File: config.mk
export PLATFORM = sky130hd
export DESIGN_NAME = acpc_front
export DESIGN_NICKNAME = d
export VERILOG_FILES = /design/src/acpc_pkg.sv /design/src/acpc_front.sv
export SDC_FILE = /design/constraint.sdc
export NUM_CORES = 1
export LEC_CHECK = 0
export BUFFER_PORTS_ARGS = -buffer_cell sky130_fd_sc_hd__buf_2
export CAP_MARGIN = 20
export CORE_MARGIN = 2
export CORE_UTILIZATION = 55
export DETAILED_ROUTE_END_ITERATION = 12
export PLACE_DENSITY = 0.77
export SKIP_LAST_GASP = 1
export SYNTH_ARGS = -nofsm -noshare
export SYNTH_HDL_FRONTEND = slang
export SYNTH_SLANG_ARGS = --single-unit
File: constraint.sdc
create_clock -name clk -period 2 [get_ports clk]
set_input_delay 0.2 -clock clk [delete_from_list [all_inputs] [get_ports clk]]
set_output_delay 0.2 -clock clk [all_outputs]
set_load 0.01 [all_outputs]
File: src/acpc_pkg.sv
// ----------------------------------------------------------------------------
// acpc_pkg
// Shared constants, types and helpers of the pattern counter.
// ----------------------------------------------------------------------------
package acpc_pkg;

	localparam int MAX_NODES   = 4096;
	localparam int ALPHABET    = 26;
	localparam int NODE_W      = $clog2(MAX_NODES);
	localparam int NTOT_W      = NODE_W + 1;
	localparam int SYM_W       = 5;
	localparam int CNT_W       = 16;
	localparam int CHR_W       = $clog2(ALPHABET);
	localparam int GOTO_DEPTH  = MAX_NODES * ALPHABET;
	localparam int GOTO_AW     = $clog2(GOTO_DEPTH);
	localparam int QUEUE_DEPTH = 4;
	localparam int QPTR_W      = $clog2(QUEUE_DEPTH);

	localparam logic [1:0] OP_PATTERN = 2'd0;
	localparam logic [1:0] OP_BUILD   = 2'd1;
	localparam logic [1:0] OP_TEXT    = 2'd2;
	localparam logic [1:0] OP_NONE    = 2'd3;

	localparam logic [CNT_W-1:0] CNT_MAX = {CNT_W{1'b1}};

	typedef logic [NODE_W-1:0] node_t;

	typedef struct packed {
		logic [1:0]       opcode;
		logic [SYM_W-1:0] symbol;
		logic             last;
	} item_t;

	// Flat goto address of (node, symbol).
	function automatic logic [GOTO_AW-1:0] goto_addr(input node_t n,
			input logic [SYM_W-1:0] s);
		logic [GOTO_AW-1:0] base;
		base = GOTO_AW'(n * ALPHABET);
		return base + GOTO_AW'(s);
	endfunction

endpackage

File: src/acpc_front.sv
// ----------------------------------------------------------------------------
// acpc_front
// Request intake: accepts requests, drops unknown opcodes, queues the rest.
// ----------------------------------------------------------------------------
module acpc_front (
	input  logic                          clk,
	input  logic                          arst_n,
	input  logic                          start,
	input  logic [1:0]                    opcode,
	input  logic [acpc_pkg::SYM_W-1:0]    symbol,
	input  logic                          last,
	input  logic                          hold,
	input  logic                          pop,
	output logic                          busy,
	output logic                          item_valid,
	output acpc_pkg::item_t               item
);
	import acpc_pkg::*;

	item_t             q_q [QUEUE_DEPTH];
	logic [QPTR_W-1:0] wr_ptr_q;
	logic [QPTR_W-1:0] rd_ptr_q;
	logic [QPTR_W:0]   count_q;
	logic              accept;
	logic              push;
	logic              pop_ok;

	assign busy       = hold || (count_q == (QPTR_W+1)'(QUEUE_DEPTH));
	assign accept     = start && !busy;
	// drop requests with no meaning right here
	assign push       = accept && (opcode != OP_NONE);
	assign item_valid = (count_q != '0);
	assign pop_ok     = pop && item_valid;
	assign item       = q_q[rd_ptr_q];

	always_ff @(posedge clk) begin
		if (push) begin
			q_q[wr_ptr_q] <= '{opcode: opcode, symbol: symbol, last: last};
		end
	end

	always_ff @(posedge clk or negedge arst_n) begin
		if (!arst_n) begin
			wr_ptr_q <= '0;
			rd_ptr_q <= '0;
			count_q  <= '0;
		end else begin
			if (push) begin
				wr_ptr_q <= wr_ptr_q + 1'b1;
			end
			if (pop_ok) begin
				rd_ptr_q <= rd_ptr_q + 1'b1;
			end
			case ({push, pop_ok})
				2'b10:   count_q <= count_q + 1'b1;
				2'b01:   count_q <= count_q - 1'b1;
				default: count_q <= count_q;
			endcase
		end
	end
endmodule

-- Yosys cells after proc, flatten, opt, wreduce, memory -nomap -nowiden
Memories as Yosys holds them, arrays and structs flattened.
Index checks and enable logic that the tools add are counted.
- output and inout bits: 10
- logic and storage cells: 22
- memories: 1
- input port bits: 13
- memory bits (writable): 32
- register bits after elaboration: 7
- memory list (name ; words ; width ; rd ports ; clocked after memory_dff ; write ports ; line ; RTL):
    q_q ; 4 ; 8 ; 1 ; 0 ; 1 ; acpc_front.sv:20 ; item_t q_q [QUEUE_DEPTH];
- equal/unequal tests: 4
- reductions and logical operators: 7
- add/sub/neg operators: 4
- multiplexer cells: 3
- operators by type and width (kind ; number):
    3-bit case mux with 2 select lines ; 1
    2-bit by 1-bit adder with 2-bit output (second input constant) ; 2
    3-bit by 1-bit adder with 3-bit output (second input constant) ; 1
    3-bit equality test (second input constant) ; 1
    1-bit logical AND ; 3
    3-bit nonzero test ; 1
    3-bit by 1-bit subtractor with 3-bit output (second input constant) ; 1
    2-bit by 1-bit equality test with 1-bit output (second input constant) ; 1
    2-bit equality test (second input constant) ; 1
    1-bit 2-to-1 mux ; 2
    2-bit != test (second input constant) ; 1
    2-bit nonzero test ; 1
    1-bit zero test ; 1
    1-bit logical OR ; 1

-- Logic depth before layout (Yosys ltp)
- word-level depth: 7
- mapped depth: 9
- mapped depth without buffers: 9

-- Least setup slack after synthesis
Ideal clock, no wire load.
- path type: register to register
- start point: reg count_q[1]
- end point: reg count_q[2]
- path buffers: 0
- slack: 0.238 ns
- setup time: 0.079 ns
- arrival time: 1.683 ns
- stages on the path, launching flop included: 10
- period minus slack after synthesis: 1.762 ns
- required time: 1.921 ns
- path through: dfrtp_1 nor2_2 a211oi_4 inv_1 ha_1 inv_1 fa_1 xor2_1 nor2_1 xor2_1
- longest elaborated chain between the ends: 7
- RTL lines (what ; line ; RTL):
    from (decl) ; acpc_front.sv:23 ; logic [QPTR_W:0] count_q;
    from (signal assigned) ; acpc_front.sv:55 ; 2'b10: count_q <= count_q + 1'b1;
    from (signal assigned) ; acpc_front.sv:56 ; 2'b01: count_q <= count_q - 1'b1;
    from (signal assigned) ; acpc_front.sv:57 ; default: count_q <= count_q;
    3-bit equality test ; acpc_front.sv:28 ; assign busy = hold || (count_q == (QPTR_W+1)'(QUEUE_DEPTH));
    1-bit logical OR ; acpc_front.sv:28 ;
    1-bit zero test ; acpc_front.sv:29 ; assign accept = start && !busy;
    1-bit logical AND ; acpc_front.sv:29 ;
    1-bit logical AND ; acpc_front.sv:31 ; assign push = accept && (opcode != OP_NONE);
    2-bit by 1-bit equality test with 1-bit output / 2-bit equality test (equally long branches) ; acpc_front.sv:54 ; case ({push, pop_ok})
    3-bit case mux with 2 select lines / 2-bit nonzero test (equally long branches) ; - ;
Several ways; a longest one is shown, not always the timed one.
A chain may end at the register's enable or synchronous reset.

-- Final worst setup path
- start point: reg count_q[2]
- end point: reg count_q[2]
- RTL lines (what ; line ; RTL):
    3-bit nonzero test * ; acpc_front.sv:32 ; assign item_valid = (count_q != '0);
    1-bit logical AND * ; acpc_front.sv:33 ; assign pop_ok = pop && item_valid;
    net pop_ok ; acpc_front.sv:26 ; logic pop_ok;
    2-bit by 1-bit equality test with 1-bit output / 2-bit equality test (equally long branches) ; acpc_front.sv:54 ;
    3-bit case mux with 2 select lines / 2-bit nonzero test (equally long branches) ; - ;
Mark *: on every way through the listed nets, which the timed path passes. The rest lies on a longest branch.

==> load_flow_metrics.sql <==
INSERT INTO impl_metrics (metric_group, metric, value, unit) VALUES
('yosys', 'synthesis.yosys.warnings', '0', ''),
('finish', 'area_delta_synth_final', '18.2', '%'),
('timing', 'finalWorstPathRequiredPeriod', '1.87', 'ns'),
('timing', 'max_slew.worst_pin.slew', '0.422', 'ns'),
('yosys', 'synth.most_common_cell', 'sky130_fd_sc_hd__edfxtp_1', ''),
('timing', 'timing.final.hold_violations', '0', ''),
('pwr', 'netSwitchingFraction', '0.294', ''),
('cts', 'h-tree-depth', '2', ''),
('pwr', 'power.total', '2.46', 'mW'),
('drt', 'totalWireLength', '2330', 'µm'),
('placement', 'dpl.hpwl', '1660', 'µm'),
('setup_path', 'worstPathCellList', 'o31a_1 -> ha_1 -> inv_1 -> fa_1 -> xor2_1 -> nor2_1 -> xor2_1', ''),
('cts', 'cts.clk_slew.worst_paths', '0.11', 'ns'),
('cts', 'clock_insertion_delay_worst_skew', '0.32', 'ns'),
('yosys', 'synth.largest_area_cell', 'sky130_fd_sc_hd__edfxtp_1', ''),
('timing', 'rsz_0062_raised_after_global_routing', 'no', ''),
('setup_path', 'slowest_delay', '0.48', 'ns'),
('global_route', 'groute.usage.overall', '0.172', ''),
('status', 'run_status', 'completed', ''),
('setup_path', 'regToRegSetupSlack', '0.13', 'ns'),
('placement', 'quantity_of_i_o_buffers_inserted_on_ports', '22', ''),
('placement', 'place_ws', '0.166', 'ns'),
('yosys', 'synth_enable_flop_cells', '32', ''),
('setup_path', 'worst_r2r_startpoint', 'count_q[2]$_DFFE_PN0P_', ''),
('pwr', 'irDropWorstVdd', '1.12', 'mV'),
('timing', 'max-slew-margin-rel', '0.719', ''),
('pwr', 'seq_power_share', '0.472', ''),
('setup_path', 'startpoint_of_the_worst_setup_timing_path', 'count_q[2]$_DFFE_PN0P_', ''),
('floorplan', 'core_area', '2760', 'µm²'),
('hold_path', 'hold_class', 'in -> reg', ''),
('finish', 'num_antenna_cells', '0', ''),
('yosys', 'synth_async_sr_flop_share', '0.179', ''),
('finish', 'final_layout_size_suffix_gt1_frac', '0.409', ''),
('job', 'drv_cap', '0', ''),
('global_route', 'grt_antenna_before_repair', '0', ''),
('timing', 'setup_viol', '0', ''),
('drt', 'routed-via-count', '788', ''),
('yosys', 'synth_area_leaders', 'sky130_fd_sc_hd__edfxtp_1, sky130_fd_sc_hd__mux4_2, sky130_fd_sc_hd__dfrtp_1', ''),
('timing', 'maxSlewViolCount', '0', ''),
('pwr', 'clock_power_share', '0.217', ''),
('pwr', 'p_leak', '0.732', 'nW'),
('setup_path', 'critPathArrivalTime', '2.12', 'ns'),
('pwr', 'power_report.internal_total', '1.74', 'mW'),
('drt', 'count_of_antenna_violating_nets_left_after_detailed_routing', '0', ''),
('global_route', 'grt_pass1_wl', '3990', 'µm'),
('yosys', 'netlist_top_cells_count', 'sky130_fd_sc_hd__edfxtp_1, sky130_fd_sc_hd__mux4_2, sky130_fd_sc_hd__dfrtp_1', ''),
('timing', 'clock-skew-final', '0.00469', 'ns'),
('timing', 'fmaxAchievable', '536', 'MHz'),
('drt', 'route.detailed.vias_per_inst', '5.40', ''),
('yosys', 'netlist-cell-type-count', '21', ''),
('timing', 'setup_ws', '0.133', 'ns'),
('cts', 'ctsRootBufferMaster', 'sky130_fd_sc_hd__clkbuf_4', ''),
('yosys', 'mappedNetlistNets', '100', ''),
('yosys', 'synth_seq_cells', '39', ''),
('timing', 'fin_tns_setup', '0', 'ns'),
('cts', 'cts_num_sinks', '39', ''),
('finish', 'fin_nets', '133', ''),
('setup_path', 'regToRegEndpoint', 'count_q[2]$_DFFE_PN0P_', ''),
('setup_path', 'worst-endpoint-required', '2.26', 'ns'),
('yosys', 'synth-seq-area-share', '0.710', ''),
('pwr', 'p_comb_frac', '0.311', ''),
('setup_path', 'crit_end', 'count_q[2]$_DFFE_PN0P_', ''),
('drt', 'initialDrtViolationCount', '17', ''),
('global_route', 'first_global_vias', '871', ''),
('cts', 'ctsLongestPathBuffers', '2', ''),
('setup_path', 'critical_path_most_common_cell', 'sky130_fd_sc_hd__xor2_1', ''),
('floorplan', 'design.portCount', '23', ''),
('floorplan', 'die_w', '57.9', 'µm'),
('floorplan', 'core.rowCount', '19', ''),
('floorplan', 'fp.dieArea', '3350', 'µm²'),
('setup_path', 'critical_setup_path_kind', 'reg -> reg', '');
worst max-delay path: cells and delay by family (launching register included):
family                   cells  cell delay [ns]
XOR/XNOR                     2             0.31
flip-flops                   1             0.48
buffers and inverters        1             0.06
AND/OR/NAND/NOR              1             0.11
AO/OA/AOI/OAI                1             0.25
adder cells (fa/ha/maj)      2             0.58
layer usage:
metal,global-route usage,wire length [µm],share of wire,up-vias
li1,-,-,-,373
met4,0.0598,24,0.010,0
met3,0.0737,144,0.062,2
met1,0.210,895,0.38,383
met5,0,0,0,-
met2,0.278,1270,0.54,30
per-stage QoR:
| step | cells | cell area [µm²] | hold slack, ns |
|---|---|---|---|
| finish | 146 | 1890 | 0.0829 |
| global route | 146 | 1890 | 0.0499 |
| CTS | 146 | 1890 | 0.0656 |
| detailed placement | 137 | 1790 | 0.0436 |
| global placement | 137 | 1790 | 0.0402 |
| floorplan | 81 | 1600 | -0.0956 |
layout make-up:
type,instances,area [µm²]
Clock buffer,6,51.3
Clock inverter,2,35.0
Fill cell,198,867
Inverter,6,22.5
Multi-Input combinational cell,34,437
Sequential cell,39,1140
Tap cell,31,38.8
Timing Repair Buffer,28,170
power by group through the flow:
stage               Sequential, mW  Clock [mW]  Combinational, mW
floorplan                     1.09           0              0.572
global placement              1.16           0              0.753
detailed placement            1.17           0              0.770
CTS                           1.16       0.550              0.780
global route                  1.18       0.583              0.860
finish                        1.16       0.532              0.765
placed cells by master (no fill, tap or decap):
cell	count
sky130_fd_sc_hd__nand2_1	1
sky130_fd_sc_hd__bufinv_16	1
sky130_fd_sc_hd__nor2_4	1
sky130_fd_sc_hd__a211oi_4	1
sky130_fd_sc_hd__fa_1	1
sky130_fd_sc_hd__nor2_1	1
sky130_fd_sc_hd__a21bo_2	1
sky130_fd_sc_hd__buf_4	4
sky130_fd_sc_hd__clkbuf_8	1
sky130_fd_sc_hd__or3_1	1
sky130_fd_sc_hd__buf_2	22
sky130_fd_sc_hd__dfrtp_1	7
sky130_fd_sc_hd__xor2_1	3
sky130_fd_sc_hd__xnor2_1	3
sky130_fd_sc_hd__edfxtp_1	32
sky130_fd_sc_hd__buf_12	1
sky130_fd_sc_hd__ha_1	5
sky130_fd_sc_hd__inv_1	6
sky130_fd_sc_hd__and2_1	4
sky130_fd_sc_hd__clkinv_2	1
sky130_fd_sc_hd__mux2_4	1
sky130_fd_sc_hd__dlygate4sd3_1	1
sky130_fd_sc_hd__mux2i_1	1
sky130_fd_sc_hd__mux4_2	8
sky130_fd_sc_hd__clkbuf_4	5
sky130_fd_sc_hd__o31a_1	1
sky130_fd_sc_hd__a21o_1	1
cells by family (layout without fill, tap and decap cells):
group           count (synthesis)  count (layout)  share of synthesized area
simple gates                    8               8                     0.0282
fa+ha+maj                       6               6                     0.0516
buf+inv                         8              42                     0.0196
flops                          39              39                      0.710
xor+xnor                        6               6                     0.0329
compound gates                  4               4                     0.0290
mux                            10              10                      0.128
registers in the layout, summed over array words and instances (netlist names):
signal	count
count_q	3
q_q	32
rd_ptr_q	2
wr_ptr_q	2
worst min path at each step:
stage,startpoint,endpoint,slack (ns),depth (start not counted)
after floorplan,arst_n,count_q[0]$_DFFE_PN0P_,-0.1,0
after global placement,arst_n,count_q[2]$_DFFE_PN0P_,0.04,1
after detailed placement,arst_n,count_q[2]$_DFFE_PN0P_,0.04,1
after CTS,last,q_q[2][0]$_DFFE_PP_,0.07,1
after global routing,symbol[3],q_q[2][4]$_DFFE_PP_,0.05,1
final,symbol[1],q_q[3][2]$_DFFE_PP_,0.08,1
timing repair:
action / in CTS / in global routing
hold buffers: 1 / 0
buffers inserted: 0 / 0
endpoints found under the setup margin: 0 / 1
resized for setup: 0 / 1
endpoints found under the hold margin: 7 / 0
Power figures use the tool's default switching activity.
